File: src/sv/b64d_pkg.sv
// Types, constants and the character lookup of the base64 decoder.
package b64d_pkg;

	localparam logic [1:0] POS_FIRST  = 2'd0;
	localparam logic [1:0] POS_SECOND = 2'd1;
	localparam logic [1:0] POS_THIRD  = 2'd2;
	localparam logic [1:0] POS_FOURTH = 2'd3;

	localparam logic [7:0] CH_UP_A  = 8'h41;
	localparam logic [7:0] CH_UP_Z  = 8'h5A;
	localparam logic [7:0] CH_LO_A  = 8'h61;
	localparam logic [7:0] CH_LO_Z  = 8'h7A;
	localparam logic [7:0] CH_DIG_0 = 8'h30;
	localparam logic [7:0] CH_DIG_9 = 8'h39;
	localparam logic [7:0] CH_PLUS  = 8'h2B;
	localparam logic [7:0] CH_SLASH = 8'h2F;
	localparam logic [7:0] CH_PAD   = 8'h3D;

	localparam logic [7:0] SEXT_LO_BASE  = 8'd26;
	localparam logic [7:0] SEXT_DIG_BASE = 8'd52;
	localparam logic [5:0] SEXT_PLUS     = 6'd62;
	localparam logic [5:0] SEXT_SLASH    = 6'd63;

	localparam logic [1:0] FULL_GROUP_BYTES = 2'd3;

	// One queue entry: a finished group, or the error close of a stream.
	typedef struct packed {
		logic [23:0] triple;
		logic [1:0]  nbytes;
		logic        err_end;
		logic        eos;
	} b64d_entry_t;

	// Returns {in_alphabet, sextet}.
	function automatic logic [6:0] b64d_sextet(input logic [7:0] c);
		logic [7:0] d;
		logic [6:0] r;
		begin
			d = 8'd0;
			r = 7'd0;
			if (c >= CH_UP_A && c <= CH_UP_Z) begin
				d = c - CH_UP_A;
				r = {1'b1, d[5:0]};
			end else if (c >= CH_LO_A && c <= CH_LO_Z) begin
				d = c - CH_LO_A + SEXT_LO_BASE;
				r = {1'b1, d[5:0]};
			end else if (c >= CH_DIG_0 && c <= CH_DIG_9) begin
				d = c - CH_DIG_0 + SEXT_DIG_BASE;
				r = {1'b1, d[5:0]};
			end else if (c == CH_PLUS) begin
				r = {1'b1, SEXT_PLUS};
			end else if (c == CH_SLASH) begin
				r = {1'b1, SEXT_SLASH};
			end
			return r;
		end
	endfunction

endpackage

File: src/sv/base64_decoder_core.sv
// Streaming base64 decoder: one character in and one byte out per cycle when not stalled.
// With the queue empty, the first result of a character passes through the group queue
// and then the back-end output register on its way to the outputs.
// Throughput: one character per cycle while the queue is not full; the back end gives one
// result beat per cycle while out_stall is low, so three bytes per four characters keep up,
// and the queue absorbs output stalls. Input stalls only while the group queue is full.
// Reset (arst_n low, asynchronous) clears group state, queue and output valid.
module base64_decoder_core #(
	parameter int QUEUE_DEPTH = 4
) (
	input  logic       clk,
	input  logic       arst_n,
	input  logic       in_valid,
	output logic       in_stall,
	input  logic [7:0] char_in,
	input  logic       last_char,
	output logic       out_valid,
	input  logic       out_stall,
	output logic [7:0] out_byte,
	output logic       has_byte,
	output logic       decode_error,
	output logic       end_of_stream,
	output logic       last_of_run
);
	import b64d_pkg::*;

	logic        push;
	logic        pop;
	logic        q_full;
	logic        q_valid;
	b64d_entry_t push_entry;
	b64d_entry_t head;

	b64d_front u_front (
		.clk        (clk),
		.arst_n     (arst_n),
		.in_valid   (in_valid),
		.queue_full (q_full),
		.char_in    (char_in),
		.last_char  (last_char),
		.in_stall   (in_stall),
		.push       (push),
		.push_entry (push_entry)
	);

	b64d_queue #(
		.DEPTH (QUEUE_DEPTH)
	) u_queue (
		.clk        (clk),
		.arst_n     (arst_n),
		.push       (push),
		.push_entry (push_entry),
		.pop        (pop),
		.full       (q_full),
		.not_empty  (q_valid),
		.head       (head)
	);

	b64d_back u_back (
		.clk           (clk),
		.arst_n        (arst_n),
		.q_valid       (q_valid),
		.head          (head),
		.out_stall     (out_stall),
		.pop           (pop),
		.out_valid     (out_valid),
		.out_byte      (out_byte),
		.has_byte      (has_byte),
		.decode_error  (decode_error),
		.end_of_stream (end_of_stream),
		.last_of_run   (last_of_run)
	);

endmodule

File: src/sv/b64d_front.sv
// Front end: takes characters, tracks the group, and queues finished groups.
module b64d_front (
	input  logic                 clk,
	input  logic                 arst_n,
	input  logic                 in_valid,
	input  logic                 queue_full,
	input  logic [7:0]           char_in,
	input  logic                 last_char,
	output logic                 in_stall,
	output logic                 push,
	output b64d_pkg::b64d_entry_t push_entry
);
	import b64d_pkg::*;

	logic [1:0]  pos_q;
	logic [17:0] accum_q;
	logic        third_pad_q;
	logic        err_q;

	logic [6:0]  sx;
	logic [5:0]  sv;
	logic        is_pad;
	logic        accept;
	logic        err_next;
	logic        group_done;

	assign in_stall = queue_full;
	assign accept   = in_valid && !queue_full;

	always_comb begin
		sx       = b64d_sextet(char_in);
		sv       = sx[5:0];
		is_pad   = (char_in == CH_PAD);
		err_next = err_q
			|| ((pos_q == POS_FIRST || pos_q == POS_SECOND) && !sx[6])
			|| (last_char && pos_q != POS_FOURTH);
		group_done = (pos_q == POS_FOURTH) && !err_next;
		push       = accept && (group_done || last_char);

		push_entry.triple  = {accum_q, sv};
		push_entry.err_end = !group_done;
		push_entry.eos     = last_char;
		if (last_char) begin
			push_entry.nbytes = FULL_GROUP_BYTES - {1'b0, third_pad_q} - {1'b0, is_pad};
		end else begin
			push_entry.nbytes = FULL_GROUP_BYTES;
		end
	end

	always_ff @(posedge clk or negedge arst_n) begin
		if (!arst_n) begin
			pos_q       <= POS_FIRST;
			accum_q     <= 18'd0;
			third_pad_q <= 1'b0;
			err_q       <= 1'b0;
		end else if (accept) begin
			if (last_char) begin
				pos_q       <= POS_FIRST;
				accum_q     <= 18'd0;
				third_pad_q <= 1'b0;
				err_q       <= 1'b0;
			end else begin
				pos_q <= pos_q + 2'd1;
				err_q <= err_next;
				case (pos_q)
					POS_FIRST: begin
						accum_q     <= {12'd0, sv};
						third_pad_q <= 1'b0;
					end
					POS_SECOND: begin
						accum_q <= {accum_q[11:0], sv};
					end
					POS_THIRD: begin
						accum_q     <= {accum_q[11:0], sv};
						third_pad_q <= is_pad;
					end
					default: begin
						accum_q <= accum_q;
					end
				endcase
			end
		end
	end

endmodule

File: src/sv/b64d_queue.sv
// Short queue of finished groups between the front and back ends.
module b64d_queue #(
	parameter int DEPTH = 4
) (
	input  logic                 clk,
	input  logic                 arst_n,
	input  logic                 push,
	input  b64d_pkg::b64d_entry_t push_entry,
	input  logic                 pop,
	output logic                 full,
	output logic                 not_empty,
	output b64d_pkg::b64d_entry_t head
);
	import b64d_pkg::*;

	localparam int AW = (DEPTH > 1) ? $clog2(DEPTH) : 1;
	localparam int CW = $clog2(DEPTH + 1);

	b64d_entry_t   mem_q [DEPTH];
	logic [AW-1:0] wr_ptr_q;
	logic [AW-1:0] rd_ptr_q;
	logic [CW-1:0] count_q;

	assign full      = (count_q == CW'(DEPTH));
	assign not_empty = (count_q != '0);
	assign head      = mem_q[rd_ptr_q];

	always_ff @(posedge clk) begin
		if (push) begin
			mem_q[wr_ptr_q] <= push_entry;
		end
	end

	always_ff @(posedge clk or negedge arst_n) begin
		if (!arst_n) begin
			wr_ptr_q <= '0;
			rd_ptr_q <= '0;
			count_q  <= '0;
		end else begin
			if (push) begin
				wr_ptr_q <= (wr_ptr_q == AW'(DEPTH - 1)) ? '0 : wr_ptr_q + AW'(1);
			end
			if (pop) begin
				rd_ptr_q <= (rd_ptr_q == AW'(DEPTH - 1)) ? '0 : rd_ptr_q + AW'(1);
			end
			case ({push, pop})
				2'b10:   count_q <= count_q + CW'(1);
				2'b01:   count_q <= count_q - CW'(1);
				default: count_q <= count_q;
			endcase
		end
	end

endmodule

File: src/sv/b64d_back.sv
// Back end: splits queued groups into bytes, one result beat per cycle while out_stall is low.
module b64d_back (
	input  logic                 clk,
	input  logic                 arst_n,
	input  logic                 q_valid,
	input  b64d_pkg::b64d_entry_t head,
	input  logic                 out_stall,
	output logic                 pop,
	output logic                 out_valid,
	output logic [7:0]           out_byte,
	output logic                 has_byte,
	output logic                 decode_error,
	output logic                 end_of_stream,
	output logic                 last_of_run
);
	import b64d_pkg::*;

	logic [1:0] idx_q;
	logic       valid_q;
	logic [7:0] byte_q;
	logic       has_q;
	logic       err_q;
	logic       eos_q;
	logic       lor_q;

	logic       load;
	logic       fin;
	logic [7:0] sel_byte;

	always_comb begin
		load = q_valid && (!valid_q || !out_stall);
		fin  = head.err_end || (idx_q == head.nbytes - 2'd1);
		pop  = load && fin;
		case (idx_q)
			2'd0:    sel_byte = head.triple[23:16];
			2'd1:    sel_byte = head.triple[15:8];
			default: sel_byte = head.triple[7:0];
		endcase
	end

	always_ff @(posedge clk or negedge arst_n) begin
		if (!arst_n) begin
			valid_q <= 1'b0;
			idx_q   <= 2'd0;
		end else if (load) begin
			valid_q <= 1'b1;
			idx_q   <= fin ? 2'd0 : idx_q + 2'd1;
		end else if (!out_stall) begin
			valid_q <= 1'b0;
		end
	end

	always_ff @(posedge clk) begin
		if (load) begin
			byte_q <= head.err_end ? 8'd0 : sel_byte;
			has_q  <= !head.err_end;
			err_q  <= head.err_end;
			eos_q  <= fin && head.eos;
			lor_q  <= fin;
		end
	end

	assign out_valid     = valid_q;
	assign out_byte      = byte_q;
	assign has_byte      = has_q;
	assign decode_error  = err_q;
	assign end_of_stream = eos_q;
	assign last_of_run   = lor_q;

endmodule

File: config.mk
export PLATFORM = sky130hd
export DESIGN_NAME = base64_decoder_core
export DESIGN_NICKNAME = d
export VERILOG_FILES = /design/src/sv/b64d_pkg.sv /design/src/sv/base64_decoder_core.sv /design/src/sv/b64d_front.sv /design/src/sv/b64d_queue.sv /design/src/sv/b64d_back.sv
export SDC_FILE = /design/constraint.sdc
export NUM_CORES = 1
export LEC_CHECK = 0
export BUFFER_PORTS_ARGS = -buffer_cell sky130_fd_sc_hd__buf_2
export CAP_MARGIN = 40
export CORE_MARGIN = 4
export CORE_UTILIZATION = 55
export CTS_BUF_LIST = sky130_fd_sc_hd__clkbuf_8 sky130_fd_sc_hd__clkbuf_16
export DETAILED_ROUTE_END_ITERATION = 8
export PLACE_DENSITY = 0.72
export SETUP_SLACK_MARGIN = 0.05
export SLEW_MARGIN = 40
export SYNTH_ARGS = -nofsm -noshare
export SYNTH_HDL_FRONTEND = slang
export SYNTH_SLANG_ARGS = --single-unit
File: constraint.sdc
create_clock -name clk -period 3.29 [get_ports clk]
set_input_delay 0.4935 -clock clk [delete_from_list [all_inputs] [get_ports clk]]
set_output_delay 0.4935 -clock clk [all_outputs]
set_load 0.01 [all_outputs]
==> reports/metrics.yaml, run 1 <==
p_sw_uw: 1780
grt_pass1_vias: 3907
rsz0062_at_grt: "false"
core_um2: 11600
tightestPinTransition_ns: 0.819
diodes: 0
p_leak_uw: 0.00282
start_util_pct: 57.3
synth.top_cell.area_share_pct: 56.0
root_buffer: "clkbuf_16"
startpoint_type: "register"
cp-end-kind: "register"
first_iter_violations: 316
dpl-instance-area_um2: 7040
drt-pass1-iter-count: 4
finalSetupViolations: 0
synth_nets: 447
synthFlopType: "edfxtp_1"
period_share_pct: 85.1
finalCriticalPeriod_ns: 2.80
track_usage_pct: 19.4
internal_power_uw: 4420
hold_buffers: 0
yosysTopAreaCell: "edfxtp_1"
numCtsBuffers: 17
areaGrowthSynthToFinish_pct: 14.6
ff2ff_path_depth: 11
grt_antenna_before_repair: 0
synth.area.top_cells: "edfxtp_1 (56%), dfrtp_1 (12%), mux4_2 (9.5%)"
fillers: 788
fin_ws_ns: 0.490
dieArea_um2: 13900
post_cts_resized: 0
grt_pass1_wl_mm: 20.8
die_y_um: 118
wl_per_cell_um: 20.7
fin_skew_ns: 0.00683
p_total_uw: 6200
slew_headroom_pct: 45.0
clk_path_buf_depth: 2
postLayoutCellArea_um2: 7620
finalSetupTns_ns: 0
async_flop_share_pct: 20.5
grt_max_degree: 33
critPathArrivalTime_ns: 3.14
clkPwrFrac_pct: 30.2
crit_type: "register to register"
dpl.hpwl_mm: 7.89
cts.sinks: 156
synth_seq_area_share_pct: 68.0
finalHoldViolCount: 0
ys_types: 49
die_w_um: 118
netlist_area_um2: 6650
cp.required_ns: 3.63
path_clk_slew_ns: 0.06
synth_edf_count: 124
timing.fmax_ghz: 0.357
routed_wl_mm: 12.6
insertion_delay_ns: 0.41
seqPwrFrac_pct: 42.7
grt_overflow: 0
dp_slack_ns: 0.240
crit_path_max_fanout: 10
gp_congestion: 0.795
viasPerCell: 6.10
pwr-share-comb_pct: 27.1
postRouteAntennaNets: 0
cts_tree: "done"
r2r_slack_ns: 0.49
htree_levels: 4
cts_setup_buffers: 0
yosysWarningCount: 0
slew_violations: 0
drv_cap: 0
synth.avg_cell_area_um2: 16.1
holdCritPathClass: "input port to asynchronous set/reset pin"
vias: 3702
drive_gt1_share_pct: 23.3
route.detailed.drc: 0
status: "finished, final reports clean"
rows: 39
nNetsFinal: 486
io_pins: 27
ys_ff_latch: 156
syn_inst: 412
p_sw_share_pct: 28.7
peakVddDrop_v: 0.000421
port_buffers: 26
powerDensity_nw_per_um2: 814
-- per-stage QoR --
step	instances	hold slack [ns]	util [%]
finish	607	0.0374	65.6
global route	607	0.0649	65.6
CTS	607	0.0535	65.6
detailed placement	575	0.489	60.6
global placement	575	0.464	60.6
floorplan	412	0.198	-
-- layer usage --
metal	GRT usage [%]	up-vias	part of all wire [%]	wire length, um
met4	7.25	0	1.3	167
met5	0	-	0	0
li1	-	1682	-	-
met1	25.7	1885	43	5390
met2	31.8	116	50	6340
met3	4.37	19	5.5	687
-- power groups by stage --
stage / registers (uW) / clock network (uW) / logic (uW)
floorplan: 2690 / 0 / 1170
global placement: 2660 / 0 / 1670
detailed placement: 2680 / 0 / 1710
CTS: 2650 / 1900 / 1720
global route: 2680 / 2000 / 1860
finish: 2650 / 1870 / 1680
-- path summary, 6_finish.rpt --
kind / to / startpoint
setup / recovery: u_queue.count_q[2]$_DFFE_PN0P_ / u_queue.rd_ptr_q[0]$_DFFE_PN0P_
hold / removal: u_front.accum_q[17]$_DFFE_PN0P_ / arst_n
setup reg to reg: u_queue.count_q[2]$_DFFE_PN0P_ / u_queue.rd_ptr_q[0]$_DFFE_PN0P_
hold reg to reg: u_queue.count_q[2]$_DFFE_PN0P_ / u_queue.count_q[2]$_DFFE_PN0P_
max in group asynchronous: u_queue.rd_ptr_q[0]$_DFFE_PN0P_ / arst_n
min in group clk: u_back.out_valid$_DFFE_PN0P_ / out_stall
-- area by class of cell --
type / instances / area (um^2) / area share [%]
Timing Repair Buffer: 39 / 280 / 3.68
Sequential cell: 156 / 4530 / 59.4
Clock buffer: 21 / 480 / 6.30
Inverter: 16 / 60.1 / 0.788
Multi-Input combinational cell: 221 / 1990 / 26.2
Clock inverter: 11 / 103 / 1.35
Tap cell: 143 / 179 / 2.35
-- cells by family after synthesis --
logic type                 count (synthesis)  synth area share, %
DFF                                      156                 68.0
muxes                                     33                 10.3
and+or+nand+nor                           73                 5.25
AOI/OAI and AO/OA                         84                 8.62
adders and majority gates                 22                 4.25
xor gates and xnor gates                   9                 1.30
buffers and inverters                     35                 2.24
-- synth_stat cells, types with 5 or more instances --
| library cell | n |
|---|---|
| nand2_1 | 28 |
| nand2b_1 | 6 |
| inv_1 | 14 |
| a21oi_1 | 24 |
| a22o_1 | 15 |
| a22oi_1 | 8 |
| nor2_1 | 15 |
| clkbuf_1 | 7 |
| o21ai_0 | 9 |
| mux4_2 | 28 |
| edfxtp_1 | 124 |
| ha_1 | 21 |
| buf_2 | 5 |
| dfrtp_1 | 32 |
-- state kept, by name (all words and copies together) (netlist names), 2 cells and up --
register,flops
u_front.pos_q,2
u_front.accum_q,18
u_queue.wr_ptr_q,2
u_queue.count_q,3
u_queue.rd_ptr_q,2
u_back.idx_q,2
u_queue.mem_q,112
u_back.out_byte,8
-- placed cells by master (no fill, tap or decap), types with 6 or more instances in the layout --
master       n
inv_1       17
a22oi_1      8
o21ai_0      9
dfrtp_1     31
a22o_1      15
a21oi_1     20
mux4_2      28
nor2_1      15
clkbuf_16   17
nand2b_1     6
buf_2       25
nand2_1     28
ha_1        21
edfxtp_1   124
buf_4       10
-- worst max-delay path, stage by stage (launching register included) --
cell and delay, ns:
dfrtp_2 0.39, buf_4 0.24, mux4_2 0.54, nor2_1 0.10
mux2i_1 0.12, a21boi_2 0.26, ha_1 0.23, inv_1 0.06
fa_1 0.38, xor2_1 0.15, nor2_1 0.11, xor2_1 0.14
Note: power is estimated with default switching activity, not from simulation.
==> run 2, diff against run 1 <==
--- a/config.mk
+++ b/config.mk
@@ -16,4 +16,5 @@
 export SLEW_MARGIN = 40
 export SYNTH_ARGS = -nofsm -noshare
 export SYNTH_HDL_FRONTEND = slang
+export SYNTH_HIERARCHICAL = 1
 export SYNTH_SLANG_ARGS = --single-unit
==> run 2 against run 1 <==
Net effect:
- worst setup slack lost 0.11 ns
- non-clock buffer count up 2
- count of clock-buffer cells in the layout decreased by 2
- highest routed layer unchanged
==> reports/metrics.yaml, run 2 <==
die_w_um: 118  # about the same
dp.cells: 561  # -2.4%
vias: 3602  # -2.7%
netlist_area_um2: 6640  # -0.13%
grt_pass1_wl_mm: 21.0  # +1.3%
die_y_um: 118  # about the same
p_sw_share_pct: 28.8  # about the same
slew_violations: 0  # unchanged
peakVddDrop_v: 0.000363  # -14%
synth.top_cells.by_count: "edfxtp_1 (124), dfrtp_1 (32), mux4_2 (28)"
gp_congestion: 0.869  # +9.4%
rsz0062_at_grt: "false"
async_flop_share_pct: 20.5  # unchanged
synth_seq_area_share_pct: 68.1  # +0.090 points
internal_power_uw: 4330  # -2.1%
htree_levels: 4  # unchanged
grt_pass1_vias: 3837  # -1.8%
p_total_uw: 6070  # -2.0%
start_util_pct: 57.2  # -0.075 points
dpl.hpwl_mm: 8.04  # +1.9%
p_sw_uw: 1750  # -2.0%
cts.sinks: 156  # unchanged
core_um2: 11600  # unchanged
status: "finished, final reports clean"
rows: 39  # unchanged
regMostFlops: "u_queue/mem_q"
root_buffer: "clkbuf_16"
timing.fmax_ghz: 0.344  # -3.8%
synthFlopType: "edfxtp_1"
critPathArrivalTime_ns: 3.25  # +0.11 ns
yosysWarningCount: 6  # +6
crit_path_max_fanout: 5  # -5
final_common_cell: "edfxtp_1"
pwr-share-comb_pct: 26.1  # -1.0 points
routed_wl_mm: 13.0  # +3.6%
synth.top_cell.area_share_pct: 56.1  # +0.074 points
areaGrowthSynthToFinish_pct: 14.4
most-common-layout-cells: "edfxtp_1 (124), dfrtp_1 (31), mux4_2 (28), buf_2 (25), ha_1 (22)"
drv_cap: 0  # unchanged
period_share_pct: 88.5  # +3.4 points
io_pins: 27  # unchanged
route.detailed.drc: 0  # unchanged
ys_ff_latch: 156  # unchanged
port_buffers: 26  # unchanged
cp-end-kind: "register"
ys_types: 56  # +14%
drt-pass1-iter-count: 4  # unchanged
seqPwrFrac_pct: 43.8  # +1.1 points
wl_per_cell_um: 22.0  # +6.0%
finalCriticalPeriod_ns: 2.91  # +0.110 ns
hold_buffers: 0  # unchanged
synth_edf_count: 124  # unchanged
fin_skew_ns: 0.00963  # +0.00280 ns
fillers: 811  # +2.9%
diodes: 0  # unchanged
p_leak_uw: 0.00284  # +0.84%
holdCritPathClass: "input port to asynchronous set/reset pin"
crit_type: "register to register"
insertion_delay_ns: 0.42  # about the same
cts_tree: "done"
grt_overflow: 0  # unchanged
first_iter_violations: 293  # -7.3%
tightestPinTransition_ns: 0.743  # -0.0755 ns
startpoint_type: "register"
post_cts_resized: 0  # unchanged
viasPerCell: 6.07  # -0.40%
yosysTopAreaCell: "edfxtp_1"
grt_max_degree: 33  # unchanged
postRouteAntennaNets: 0  # unchanged
track_usage_pct: 20.1  # +0.62 points
powerDensity_nw_per_um2: 800  # -1.7%
syn_inst: 392  # -4.9%
cts_setup_buffers: 0  # unchanged
numCtsBuffers: 17  # unchanged
nNetsFinal: 473  # -2.7%
clkPwrFrac_pct: 30.1  # about the same
largest_register_ffs: 112  # unchanged
finalHoldViolCount: 0  # unchanged
synth.area.top_cells: "edfxtp_1 (56%), dfrtp_1 (12%), mux4_2 (9.5%)"
synth_nets: 428  # -4.3%
drive_gt1_share_pct: 23.8  # +0.50 points
grt_antenna_before_repair: 0  # unchanged
dieArea_um2: 13900  # -0.13%
slew_headroom_pct: 50.2  # +5.2 points
cp.required_ns: 3.63  # about the same
instances_no_fill: 593  # -2.3%
finalSetupViolations: 0  # unchanged
clk_path_buf_depth: 2  # unchanged
synth.most_common_cell: "edfxtp_1"
synth.avg_cell_area_um2: 16.9  # +5.0%
path_clk_slew_ns: 0.06  # about the same
[run 2: cell count changes after synthesis, sizes merged, moves of 3 or more]
cell    before  now
a22o        15   18
clkbuf       7    4
a21boi       1    4
or3          0    3
nand2       28   18
nor2        15   10
a21oi       24   14
[run 2: cell families (layout without fill, tap and decap cells)]
group           count (synthesis)  in the layout  synth area share [%]
compound gates                 80             80                  8.95
xor+xnor                        8              8                  1.06
fa+ha+maj                      23             23                  4.45
buf+inv                        33             91                  2.45
flops                         156            156                  68.1
mux                            31             31                  9.99
simple gates                   61             61                  4.97
[run 2: power by group through the flow]
stage          registers [uW]  logic, uW  clock network (uW)
2_1_floorplan            2680       1120                   0
5_1_grt                  2700       1740                1960
3_3_place_gp             2690       1580                   0
6_report                 2660       1590                1830
3_5_place_dp             2700       1610                   0
4_1_cts                  2660       1620                1850
[run 2: final cells by class]
type / count / area (um^2) / share of cell area [%]
clock buffer: 19 / 453 / 5.96
clock inverter: 13 / 108 / 1.42
inverter: 18 / 67.6 / 0.890
multi-input combinational: 203 / 1970 / 25.9
sequential: 156 / 4530 / 59.6
tap: 143 / 179 / 2.36
timing repair buffer: 41 / 295 / 3.89
[run 2: critical path, cell delays in order (launching register included)]
cell and delay [ns]:
dfrtp_2 0.45, mux4_2 0.54, xor2_1 0.22, mux2i_1 0.17, a21boi_0 0.22, buf_4 0.18
ha_1 0.18, inv_1 0.06, fa_1 0.37, xor2_1 0.17, nor2_1 0.11, xor2_1 0.16
[run 2: path summary, 6_finish.rpt]
| kind | start | to | slack [ns] | cells past startpoint |
|---|---|---|---|---|
| min reg2reg | u_queue/count_q[2]$_DFFE_PN0P_ | u_queue/count_q[2]$_DFFE_PN0P_ | 0.50 | 1 |
| max in group asynchronous | arst_n | u_queue/rd_ptr_q[0]$_DFFE_PN0P_ | 2.91 | 1 |
| min | arst_n | u_queue/count_q[2]$_DFFE_PN0P_ | 0.03 | 1 |
| max | u_queue/rd_ptr_q[0]$_DFFE_PN0P_ | u_queue/count_q[2]$_DFFE_PN0P_ | 0.38 | 11 |
| min in group clk | out_stall | u_back/out_valid$_DFFE_PN0P_ | 0.32 | 2 |
| max reg2reg | u_queue/rd_ptr_q[0]$_DFFE_PN0P_ | u_queue/count_q[2]$_DFFE_PN0P_ | 0.38 | 11 |
[run 2: metrics by stage]
step | hold WS (ns) | cell area, um^2 | utilization [%] | setup TNS [ns] | setup WS [ns]
2_1_floorplan | 0.198 | 6650 | - | 0 | 0.206
3_5_place_dp | 0.482 | 7030 | 60.5 | -0.0217 | -0.0217
5_1_grt | 0.0470 | 7590 | 65.4 | 0 | 0.111
6_report | 0.0283 | 7590 | 65.4 | 0 | 0.380
4_1_cts | 0.186 | 7590 | 65.4 | 0 | 0.342
3_3_place_gp | 0.471 | 7030 | 60.5 | 0 | 0.121
[run 2: routing by layer]
metal | track usage [%] | vias to the layer above | share of wire, %
met5 | 0 | - | 0
met4 | 6.08 | 0 | 0.57
met3 | 5.43 | 6 | 5.0
met2 | 33.4 | 112 | 52
met1 | 26.1 | 1842 | 42
li1 | - | 1642 | -
